==> config.mk <==
export PLATFORM = sky130hd
export DESIGN_NAME = keyframe_animation_timer
export DESIGN_NICKNAME = d
export VERILOG_FILES = /design/src/rtl/kat_pkg.sv /design/src/rtl/kat_ram.sv /design/src/rtl/kat_div.sv /design/src/rtl/keyframe_animation_timer.sv
export SDC_FILE = /design/constraint.sdc
export NUM_CORES = 2
export LEC_CHECK = 0
export BUFFER_PORTS_ARGS = -buffer_cell sky130_fd_sc_hd__buf_2
export CORE_ASPECT_RATIO = 1.4
export CORE_MARGIN = 4
export CORE_UTILIZATION = 60
export CTS_CLUSTER_DIAMETER = 80
export DETAILED_ROUTE_END_ITERATION = 10
export GPL_ROUTABILITY_DRIVEN = 0
export PLACE_DENSITY_LB_ADDON = 0.05
export SETUP_SLACK_MARGIN = 0.05
export SLEW_MARGIN = 5
export SYNTH_ARGS = -nofsm -noshare
export SYNTH_HDL_FRONTEND = slang
export SYNTH_HIERARCHICAL = 1
export SYNTH_SLANG_ARGS = --single-unit
==> constraint.sdc <==
create_clock -name clock -period 8.1 [get_ports clock]
set_input_delay 1.62 -clock clock [delete_from_list [all_inputs] [get_ports clock]]
set_output_delay 1.62 -clock clock [all_outputs]
set_load 0.02 [all_outputs]
==> src/rtl/kat_pkg.sv <==
// ----------------------------------------------------------------------------
// kat_pkg
// Types and constants shared by the keyframe animation timer modules.
// ----------------------------------------------------------------------------
`default_nettype none

package kat_pkg;

   // Item kinds carried on req_tuser
   typedef enum logic [1:0] {
      FUNC_TICK    = 2'd0,
      FUNC_WRITE   = 2'd1,
      FUNC_RESTART = 2'd2,
      FUNC_NOP     = 2'd3
   } func_type;

   // Configuration register indexes
   localparam int CSR_INDEX_W = 1;
   localparam logic [CSR_INDEX_W-1:0] CSR_START_FRAME = 1'b0;
   localparam logic [CSR_INDEX_W-1:0] CSR_FRAME_SPAN  = 1'b1;

   // Field widths
   localparam int FUNC_W      = 2;
   localparam int IN_TIME_W   = 16;
   localparam int FRAME_W     = 6;
   localparam int START_W     = 10;
   localparam int NUMBER_W    = 11;
   localparam int FRAC_BITS   = 16;
   localparam int FRACTION_W  = FRAC_BITS + 1;
   localparam int REL_FRAMES  = 64;

   // Packed stream widths
   localparam int REQ_DATA_W  = 40;
   localparam int RSP_DATA_W  = 32;
   localparam int RSP_PAD_W   = RSP_DATA_W - NUMBER_W - FRACTION_W;

   // Divider handshake towards the sequencer
   typedef struct packed {
      logic busy;
      logic done;
   } div_status_type;

endpackage

`default_nettype wire

==> src/rtl/kat_ram.sv <==
// ----------------------------------------------------------------------------
// kat_ram
// Generic single-write, single-read RAM with a registered read port.
// ----------------------------------------------------------------------------
`default_nettype none

module kat_ram #(
   parameter int WIDTH = 16,
   parameter int DEPTH = 64
) (
   input  wire logic                     clock,
   input  wire logic                     wr_en,
   input  wire logic [$clog2(DEPTH)-1:0] wr_addr,
   input  wire logic [WIDTH-1:0]         wr_data,
   input  wire logic [$clog2(DEPTH)-1:0] rd_addr,
   output logic      [WIDTH-1:0]         rd_data
);

   logic [WIDTH-1:0] mem_ff [DEPTH];

   always_ff @(posedge clock) begin
      if (wr_en) begin
         mem_ff[wr_addr] <= wr_data;
      end
      rd_data <= mem_ff[rd_addr];
   end

endmodule

`default_nettype wire

==> src/rtl/kat_div.sv <==
// ----------------------------------------------------------------------------
// kat_div
// Restoring divider: (dividend << FRAC_BITS) / divisor, one quotient bit a
// cycle. The dividend never exceeds the divisor, so the integer bit is 0 or 1.
// ----------------------------------------------------------------------------
`default_nettype none

module kat_div #(
   parameter int TIME_BITS = 16
) (
   input  wire logic                               clock,
   input  wire logic                               reset,
   input  wire logic                               start,
   input  wire logic [TIME_BITS:0]                 dividend,
   input  wire logic [TIME_BITS-1:0]               divisor,
   output kat_pkg::div_status_type                 status,
   output logic      [kat_pkg::FRACTION_W-1:0]     quotient
);

   localparam int QW = kat_pkg::FRACTION_W;
   localparam int CW = $clog2(kat_pkg::FRAC_BITS + 1);

   logic [TIME_BITS-1:0] rem_ff, rem_in;
   logic [TIME_BITS-1:0] dsr_ff, dsr_in;
   logic [QW-1:0]        quo_ff, quo_in;
   logic [CW-1:0]        cnt_ff, cnt_in;
   logic                 busy_ff, busy_in;
   logic                 done_ff, done_in;

   logic                 first_ge;
   logic [TIME_BITS:0]   trial;
   logic                 trial_ge;

   always_comb begin
      first_ge = dividend >= {1'b0, divisor};
      trial    = {rem_ff, 1'b0};
      trial_ge = trial >= {1'b0, dsr_ff};

      rem_in  = rem_ff;
      dsr_in  = dsr_ff;
      quo_in  = quo_ff;
      cnt_in  = cnt_ff;
      busy_in = busy_ff;
      done_in = 1'b0;

      if (start) begin
         rem_in  = TIME_BITS'(dividend - (first_ge ? {1'b0, divisor} : '0));
         dsr_in  = divisor;
         quo_in  = QW'(first_ge);
         cnt_in  = CW'(kat_pkg::FRAC_BITS);
         busy_in = 1'b1;
      end else if (busy_ff) begin
         rem_in = TIME_BITS'(trial_ge ? trial - {1'b0, dsr_ff} : trial);
         quo_in = {quo_ff[QW-2:0], trial_ge};
         cnt_in = cnt_ff - CW'(1);
         if (cnt_ff == CW'(1)) begin
            busy_in = 1'b0;
            done_in = 1'b1;
         end
      end
   end

   always_ff @(posedge clock) begin
      rem_ff <= rem_in;
      dsr_ff <= dsr_in;
      quo_ff <= quo_in;
      cnt_ff <= cnt_in;
      if (reset) begin
         busy_ff <= 1'b0;
         done_ff <= 1'b0;
      end else begin
         busy_ff <= busy_in;
         done_ff <= done_in;
      end
   end

   assign status.busy = busy_ff;
   assign status.done = done_ff;
   assign quotient    = quo_ff;

endmodule

`default_nettype wire

==> src/rtl/keyframe_animation_timer.sv <==
// ----------------------------------------------------------------------------
// keyframe_animation_timer
// Looping keyframe animation timer with a per-frame duration table in RAM.
// ----------------------------------------------------------------------------
// Usage:
//   req_* carries one item per transfer: req_tuser selects tick, duration
//   write, restart or no operation; req_tdata holds the operands.
//   rsp_* returns exactly one result per item: the absolute frame number and
//   the blend fraction in unsigned Q1.16.
//   csr_* writes start_frame (index 0) and frame_span (index 1); it is always
//   ready and should only be used while no item is in flight.
// Sequencing:
//   One item at a time. Write, restart and no-operation items pass from idle
//   to the emit state. A tick passes through look-up, divide and emit; each
//   frame skipped is one read-modify step on the duration RAM, whose read
//   port is registered, and the blend fraction comes from a bit-serial
//   divider.
// Reset: frame, timer and fraction clear; the duration table is not cleared
//   and must be written before it is used.
// Stall: a result waits in the output register; the next item is accepted
//   meanwhile, and its own result is held back until the register frees.
// ----------------------------------------------------------------------------
`default_nettype none

module keyframe_animation_timer #(
   parameter int MAX_FRAMES = 64,
   parameter int TIME_BITS  = 16
) (
   input  wire logic                                 clock,
   input  wire logic                                 reset,
   // request: [15:0] elapsed_ticks, [21:16] table_index,
   //          [37:22] table_duration, [39:38] zero
   input  wire logic                                 req_tvalid,
   output logic                                      req_tready,
   input  wire logic [kat_pkg::REQ_DATA_W-1:0]       req_tdata,
   // request kind: [1:0] func
   input  wire logic [kat_pkg::FUNC_W-1:0]           req_tuser,
   // result: [10:0] frame_number, [27:11] blend_fraction, [31:28] zero
   output logic                                      rsp_tvalid,
   input  wire logic                                 rsp_tready,
   output logic      [kat_pkg::RSP_DATA_W-1:0]       rsp_tdata,
   // configuration write
   input  wire logic                                 csr_valid,
   output logic                                      csr_ready,
   input  wire logic [kat_pkg::CSR_INDEX_W-1:0]      csr_index,
   input  wire logic [kat_pkg::START_W-1:0]          csr_data
);

   localparam int AW    = $clog2(MAX_FRAMES);
   localparam int ACC_W = TIME_BITS + 1;
   localparam int FW    = kat_pkg::FRAME_W;

   typedef enum logic [1:0] {
      ST_IDLE,
      ST_LOOK,
      ST_DIV,
      ST_EMIT
   } state_type;

   state_type                         state_ff, state_in;
   logic [FW-1:0]                     frame_ff, frame_in;
   logic [ACC_W-1:0]                  acc_ff, acc_in;
   logic [kat_pkg::FRACTION_W-1:0]    frac_ff, frac_in;
   logic [kat_pkg::START_W-1:0]       start_frame_ff;
   logic [FW-1:0]                     frame_span_ff;
   logic                              rsp_valid_ff, rsp_valid_in;
   logic [kat_pkg::RSP_DATA_W-1:0]    rsp_data_ff, rsp_data_in;

   // Relative frame (and table index) to RAM slot, modulo MAX_FRAMES
   logic [AW-1:0] frame_slot [kat_pkg::REL_FRAMES];

   for (genvar v = 0; v < kat_pkg::REL_FRAMES; v++) begin : g_slot
      assign frame_slot[v] = AW'(v % MAX_FRAMES);
   end

   logic                              req_accept;
   kat_pkg::func_type                 func;
   logic [kat_pkg::IN_TIME_W-1:0]     elapsed_ticks;
   logic [FW-1:0]                     table_index;
   logic [kat_pkg::IN_TIME_W-1:0]     table_duration;

   logic                              ram_wr_en;
   logic [AW-1:0]                     ram_rd_addr;
   logic [TIME_BITS-1:0]              ram_rd_data;
   logic [TIME_BITS-1:0]              dur;
   logic [FW-1:0]                     next_frame;
   logic                              step;
   logic                              div_start;
   kat_pkg::div_status_type           div_status;
   logic [kat_pkg::FRACTION_W-1:0]    div_quotient;

   assign req_tready     = (state_ff == ST_IDLE);
   assign req_accept     = req_tvalid && req_tready;
   assign func           = kat_pkg::func_type'(req_tuser);
   assign elapsed_ticks  = req_tdata[15:0];
   assign table_index    = req_tdata[21:16];
   assign table_duration = req_tdata[37:22];

   assign csr_ready = 1'b1;

   // A zero duration counts as one tick
   assign dur        = (ram_rd_data == '0) ? TIME_BITS'(1) : ram_rd_data;
   assign next_frame = (frame_ff >= frame_span_ff) ? '0 : frame_ff + FW'(1);

   // Writes only happen in idle and read data is only used during a tick, so a
   // tick never sees an entry that is being written in the same cycle.
   assign ram_wr_en   = req_accept && (func == kat_pkg::FUNC_WRITE);
   assign ram_rd_addr = frame_slot[step ? next_frame : frame_ff];

   kat_ram #(
      .WIDTH (TIME_BITS),
      .DEPTH (MAX_FRAMES)
   ) u_kat_ram (
      .clock   (clock),
      .wr_en   (ram_wr_en),
      .wr_addr (frame_slot[table_index]),
      .wr_data (TIME_BITS'(table_duration)),
      .rd_addr (ram_rd_addr),
      .rd_data (ram_rd_data)
   );

   kat_div #(
      .TIME_BITS (TIME_BITS)
   ) u_kat_div (
      .clock    (clock),
      .reset    (reset),
      .start    (div_start),
      .dividend (acc_ff),
      .divisor  (dur),
      .status   (div_status),
      .quotient (div_quotient)
   );

   always_comb begin
      state_in     = state_ff;
      frame_in     = frame_ff;
      acc_in       = acc_ff;
      frac_in      = frac_ff;
      step         = 1'b0;
      div_start    = 1'b0;
      rsp_valid_in = rsp_valid_ff && !rsp_tready;
      rsp_data_in  = rsp_data_ff;

      case (state_ff)
         ST_IDLE: begin
            if (req_accept) begin
               state_in = ST_EMIT;
               case (func)
                  kat_pkg::FUNC_TICK: begin
                     acc_in   = acc_ff + ACC_W'(TIME_BITS'(elapsed_ticks));
                     state_in = ST_LOOK;
                  end
                  kat_pkg::FUNC_RESTART: begin
                     frame_in = '0;
                     acc_in   = '0;
                     frac_in  = '0;
                  end
                  default: begin
                  end
               endcase
            end
         end
         ST_LOOK: begin
            // Skip whole frames while the timer runs past the current one
            if (acc_ff > {1'b0, dur}) begin
               step     = 1'b1;
               acc_in   = acc_ff - {1'b0, dur};
               frame_in = next_frame;
            end else begin
               div_start = 1'b1;
               state_in  = ST_DIV;
            end
         end
         ST_DIV: begin
            if (div_status.done) begin
               frac_in  = div_quotient;
               state_in = ST_EMIT;
            end
         end
         ST_EMIT: begin
            if (!rsp_valid_ff || rsp_tready) begin
               rsp_valid_in = 1'b1;
               rsp_data_in  = {{kat_pkg::RSP_PAD_W{1'b0}}, frac_ff,
                               kat_pkg::NUMBER_W'(start_frame_ff)
                               + kat_pkg::NUMBER_W'(frame_ff)};
               state_in     = ST_IDLE;
            end
         end
         default: begin
            state_in = ST_IDLE;
         end
      endcase
   end

   always_ff @(posedge clock) begin
      rsp_data_ff <= rsp_data_in;
      if (reset) begin
         state_ff       <= ST_IDLE;
         frame_ff       <= '0;
         acc_ff         <= '0;
         frac_ff        <= '0;
         start_frame_ff <= '0;
         frame_span_ff  <= '0;
         rsp_valid_ff   <= 1'b0;
      end else begin
         state_ff     <= state_in;
         frame_ff     <= frame_in;
         acc_ff       <= acc_in;
         frac_ff      <= frac_in;
         rsp_valid_ff <= rsp_valid_in;
         if (csr_valid && csr_ready) begin
            case (csr_index)
               kat_pkg::CSR_START_FRAME: start_frame_ff <= csr_data;
               kat_pkg::CSR_FRAME_SPAN:  frame_span_ff  <= FW'(csr_data);
               default: begin
               end
            endcase
         end
      end
   end

   assign rsp_tvalid = rsp_valid_ff;
   assign rsp_tdata  = rsp_data_ff;

endmodule

`default_nettype wire

=== After elaboration in Yosys (flattened, before gate mapping) ===
Memories as Yosys holds them, arrays and structs flattened. A register that Yosys moved wholly into a read port is not among the register bits.
Index checks and enable logic that the tools add are counted.

* Bits in registers: 143
* RAM bits: 1024
* ROM bits: 768
* Input bits: 58
* Memories kept: 3

* $add $sub $neg: 7
* $lt $le $gt $ge: 6
* Equal/unequal tests: 13
* Muxes and demuxes: 43
* Bitwise logic cells: 4
* Reductions and logical operators: 20

{| class="wikitable"
|+ Memories
! memory !! depth !! width !! rd ports !! clocked after memory_dff !! write ports !! RTL line !! text
|-
| u_kat_ram.mem_ff || 64 || 16 || 1 || 1 || 1 || kat_ram.sv:19 || <nowiki>logic [WIDTH-1:0] mem_ff [DEPTH];</nowiki>
|-
| (name not given) || 64 || 6 || 1 || 0 || 0 || keyframe_animation_timer.sv:116 || <nowiki>.wr_addr (frame_slot[table_index]),</nowiki>
|-
| (name not given) || 64 || 6 || 1 || 0 || 0 || keyframe_animation_timer.sv:108 || <nowiki>assign ram_rd_addr = frame_slot[step ? next_frame : frame_ff];</nowiki>
|}

{| class="wikitable"
|+ Operator list
! cell !! number
|-
| $pmux W17 S2 || 3
|-
| $mux W17 || 5
|-
| $mux W16 || 5
|-
| $mux W6 || 9
|-
| $ge A17 B16 Y1 || 2
|-
| $sub A16 B16 Y16 || 2
|-
| $add A17 B16 Y17 || 1
|-
| $gt A17 B16 Y1 || 1
|-
| $sub A17 B16 Y17 || 1
|-
| $logic_not A16 Y1 || 1
|-
| $reduce_and A4 Y1 || 4
|-
| $ge A7 B7 Y1 const B || 2
|-
| $mux W1 || 14
|-
| $not A6 Y7 || 2
|-
| $pmux W6 S2 || 1
|-
| $add A10 B6 Y11 || 1
|-
| $mux W2 || 5
|-
| $pmux W2 S4 || 1
|-
| $add A6 B1 Y6 const B || 1
|-
| $eq A2 B2 Y1 const B || 3
|-
| $ge A6 B6 Y1 || 1
|-
| $ne A2 B1 Y1 const B || 3
|-
| $ne A2 B2 Y1 const B || 3
|-
| $reduce_and A2 Y1 || 3
|-
| 11 further kinds || 19
|}

=== Logic depth before layout (Yosys ltp) ===
* Depth after elaboration: 10
* Mapped depth: 21

=== Cells and area by module ===
Netlist, hierarchy kept.

{| class="wikitable"
|+ By module, submodules not included
! module !! times used !! cells each !! area each (µm²) !! seq. area each (µm²)
|-
| kat_ram || 1 || 1829 || 40042.2 || 31069.8
|-
| keyframe_animation_timer || 1 || 661 || 5689.2 || 2021.9
|-
| kat_div || 1 || 450 || 4220.3 || 1451.4
|}

=== Worst setup path after synthesis ===
No wires, ideal clock.

* Kind: reg2reg
* From: register u_kat_ram.rd_data[9] (read register of u_kat_ram.mem_ff)
* To: register u_kat_div.rem_ff[10], data pin
* Arrival: 4231 ps
* Data required time: 7830 ps
* Setup slack: 3599 ps
* Cell stages (with the launch flop): 15
* Path buffers: 3
* Cell sequence: dfxtp_1 nor4_1 a41o_1 ha_1 nor2b_1 o2111ai_1 a21oi_1 or3_1 buf_2 a21boi_0 clkbuf_1 clkinv_1 clkbuf_1 nor2_1 a21oi_1

* Longest elaborated chain between the ends: 6

{| class="wikitable"
|+ Ends and longest elaborated chain
! item !! RTL line !! text
|-
| start, declared || kat_ram.sv:16 || <nowiki>output logic [WIDTH-1:0] rd_data</nowiki>
|-
| $logic_not A16 Y1 || keyframe_animation_timer.sv:102 || <nowiki>assign dur = (ram_rd_data == '0) ? TIME_BITS'(1) : ram_rd_data;</nowiki>
|-
| $mux W16 || keyframe_animation_timer.sv:102 ||
|-
| net dur[0] || keyframe_animation_timer.sv:85 || <nowiki>logic [TIME_BITS-1:0] dur;</nowiki>
|-
| $gt A17 B16 Y1 || keyframe_animation_timer.sv:165 || <nowiki>if (acc_ff > {1'b0, dur}) begin</nowiki>
|-
| $mux W1 || keyframe_animation_timer.sv:165 ||
|-
| $mux W1 || keyframe_animation_timer.sv:144 || <nowiki>case (state_ff)</nowiki>
|-
| net div_start || keyframe_animation_timer.sv:88 || <nowiki>logic div_start;</nowiki>
|-
| $mux W16 || kat_div.sv:46 || <nowiki>if (start) begin</nowiki>
|-
| net u_kat_div.rem_in[10] || kat_div.sv:23 || <nowiki>logic [TIME_BITS-1:0] rem_ff, rem_in;</nowiki>
|-
| end signal, assigned || kat_div.sv:64 || <nowiki>rem_ff <= rem_in;</nowiki>
|-
| end, declared || kat_div.sv:23 ||
|}

The timed path passes the listed nets, and every way through them passes these cells.
A chain may end at the register's enable or synchronous reset.

=== Worst setup path after layout ===
* From: register u_kat_ram.rd_data[5] (read register of u_kat_ram.mem_ff)
* To: register u_kat_ram.rd_data[15] (read register of u_kat_ram.mem_ff)

* Longest elaborated chain between the ends: 10

{| class="wikitable"
|+ Ends and longest elaborated chain
! item !! RTL line !! text
|-
| $logic_not A16 Y1 || keyframe_animation_timer.sv:102 ||
|-
| $mux W16 || keyframe_animation_timer.sv:102 ||
|-
| net dur[0] || keyframe_animation_timer.sv:85 ||
|-
| $gt A17 B16 Y1 || keyframe_animation_timer.sv:165 ||
|-
| $mux W1 || keyframe_animation_timer.sv:165 ||
|-
| $mux W1 || keyframe_animation_timer.sv:144 ||
|-
| $mux W6 || keyframe_animation_timer.sv:108 ||
|-
| $not A6 Y7 || keyframe_animation_timer.sv:108 ||
|-
| $mem_v2 Z64 W6 || -- ||
|-
| $mux W6 (2 in a row) || keyframe_animation_timer.sv:108 ||
|-
| net ram_rd_addr[2] || keyframe_animation_timer.sv:83 || <nowiki>logic [AW-1:0] ram_rd_addr;</nowiki>
|}

The timed path passes the listed nets, and every way through them passes these cells. The select of a mux whose other input is x is not followed.

==> out/results.tsv <==
metric	value	unit
first_pass_iters	5	
h-tree-depth	3	
drt-total-wl	117000	um
worstMarginPinSlew	1.26	ns
final_antenna_net_count	0	
power_frac_clock	0.333	
core_area	82100	um^2
finalMaxSlewViolations	0	
pwr-share-seq	0.464	
dr_total_vias	27086	
place_hpwl	73200	um
gr-usage-met3	0.0321	
power_switching	4.15	mW
design.die.area	88000	um^2
fp.dieW	252	um
grt_max_degree	78	
antenna_found_initial	0	
irDropWorstVdd	0.000289	V
synth_warnings	6	
overflow	0	
max-slew-margin-rel	0.158	
rsz0062_at_grt	no	
synthCells	2939	
setup_slack	2.19	ns
drc	0	
syn-cell-area	49900	um^2
skew	0.0296	ns
cts_num_sinks	1183	
n_antenna_cell	0	
crit_required	8.59	ns
num_rows	124	
use_met2	0.483	
cts_tree	yes	
post_drt_wl_per_cell	27.6	um
drtIter0Drc	2432	
hold_class	flop to flop	
cap_violations	0	
critPathBufInv	1	
fin_nets	3231	
leakagePower	18.1	nW
grt_use_met1	0.333	
clkLatencyLatePin	0.70	ns
clk_pin_slew_worst_paths	0.07	ns
cts-resized-gates	0	
worstPathCellList	nor4_1 -> a41o_1 -> ha_1 -> nor2b_1 -> o2111ai_1 -> a21oi_1 -> or3_1 -> and2_1 -> o21ai_0 -> a22o_4 -> buf_12 -> mux4_2 -> mux2_2 -> a221oi_1 -> a311oi_1	
ios	93	
syn_area_per_cell	17.0	um^2
crit_path_max_fanout	71	
start_util	0.609	
report.final.hold_viol_count	0	
layout-drive-gt1-share	0.205	
worst-setup-path-type	flop to flop	
arrival	6.40	ns
crit_path_end_kind	flop	
max_stage_delay	0.90	ns
pwr-share-comb	0.203	
area.growth.synth_to_final	10.4	%
internal_power	11.1	mW
pre_cts_ws	2.16	ns
dieHeight	349	um
timing.fmax	169	MHz
clk_path_buf_depth	3	
holdBufCountCts	0	
setup_viol_count_final	0	
min_period_over_period	0.729	
grt_pass1_wl	175000	um
io_buffers	85	
critical_path.top_delay_family	compound AO/OA/AOI/OAI gates	
grt_pass1_vias	27819	
period_needed	5.91	ns
status	complete, no violations	
start_kind	flop	
setup-tns-final	0	ns
post_drt_via_cell_ratio	6.40	
p_sw_frac	0.273	
critPathSlowestCell	a221oi_1	
cts_root_buf	clkbuf_16	
fin_hold_ws	0.428	ns
grt.busiest_layer	met2	
power_density	276	nW/um^2
post_cts_buffers	0	
numCtsBuffers	108	
grtUsageTotal	0.267	
==> layout by cell type (no fill, tap or decap), types with 31 or more instances in the layout <==
| cell type | n |
|---|---|
| a211oi_1 | 34 |
| a21oi_1 | 87 |
| a22oi_1 | 63 |
| buf_2 | 85 |
| buf_4 | 86 |
| clkbuf_16 | 112 |
| dfxtp_1 | 98 |
| edfxtp_1 | 1085 |
| ha_1 | 98 |
| inv_1 | 82 |
| mux2i_1 | 119 |
| mux4_2 | 220 |
| nand2_1 | 142 |
| nand3_1 | 44 |
| nor2_1 | 169 |
| nor2b_1 | 49 |
| o21ai_0 | 40 |
| xnor2_1 | 31 |
==> power groups by stage <==
stage	Clock, mW	Combinational, mW	Sequential [mW]
CTS	5.16	3.07	7.06
detailed placement	0	3.05	7.19
floorplan	0	2.32	7.14
global route	5.42	3.38	7.08
global placement	0	2.93	7.18
finish	5.06	3.09	7.06
==> worst paths after layout <==
path | slack, ns | startpoint | cells past startpoint | endpoint
max | 2.19 | u_kat_ram/rd_data[5] | 15 | u_kat_ram/rd_data[15]
min | 0.43 | frac_ff[4] | 0 | rsp_tdata[15]
max reg2reg | 2.19 | u_kat_ram/rd_data[5] | 15 | u_kat_ram/rd_data[15]
min reg2reg | 0.43 | frac_ff[4] | 0 | rsp_tdata[15]
==> worst reg2reg max path: stages (launching register included) <==
cell	delay, ns
dfxtp_1	0.39
nor4_1	0.37
a41o_1	0.37
ha_1	0.24
nor2b_1	0.07
o2111ai_1	0.41
a21oi_1	0.18
or3_1	0.50
and2_1	0.30
o21ai_0	0.14
a22o_4	0.52
buf_12	0.39
mux4_2	0.48
mux2_2	0.29
a221oi_1	0.90
a311oi_1	0.16
==> sequential cells by signal, indices dropped and copies added (netlist names), 16 cells and up <==
signal              cells
rsp_tdata              28
u_kat_div/rem_ff       16
u_kat_ram/mem_ff     1024
frac_ff                17
u_kat_div/dsr_ff       16
acc_ff                 17
u_kat_div/quotient     17
u_kat_ram/rd_data      16
==> area by class of cell <==
| type | instances | area, um^2 |
|---|---|---|
| Clock buffer | 138 | 2990 |
| Clock inverter | 60 | 564 |
| Fill cell | 5397 | 26900 |
| Inverter | 83 | 312 |
| Multi-Input combinational cell | 1516 | 14200 |
| Sequential cell | 1183 | 34500 |
| Tap cell | 1071 | 1340 |
| Timing Repair Buffer | 178 | 1210 |
==> routing by layer <==
layer,vias to the layer above,wire length [um]
li1,11938,-
met1,14000,43400
met2,944,62700
met5,-,0
met3,204,6260
met4,0,4540
==> metrics by stage <==
| step | std cells | power (mW) | utilization | area (um^2) |
|---|---|---|---|---|
| 4_1_cts | 4229 | 15.3 | 0.672 | 55200 |
| 5_1_grt | 4229 | 15.9 | 0.672 | 55200 |
| 3_5_place_dp | 4031 | 10.2 | 0.629 | 51600 |
| 3_3_place_gp | 4031 | 10.1 | 0.629 | 51600 |
| 2_1_floorplan | 2942 | 9.46 | - | 50000 |
| 6_report | 4229 | 15.2 | 0.672 | 55200 |
Power figures use the tool's default switching activity.
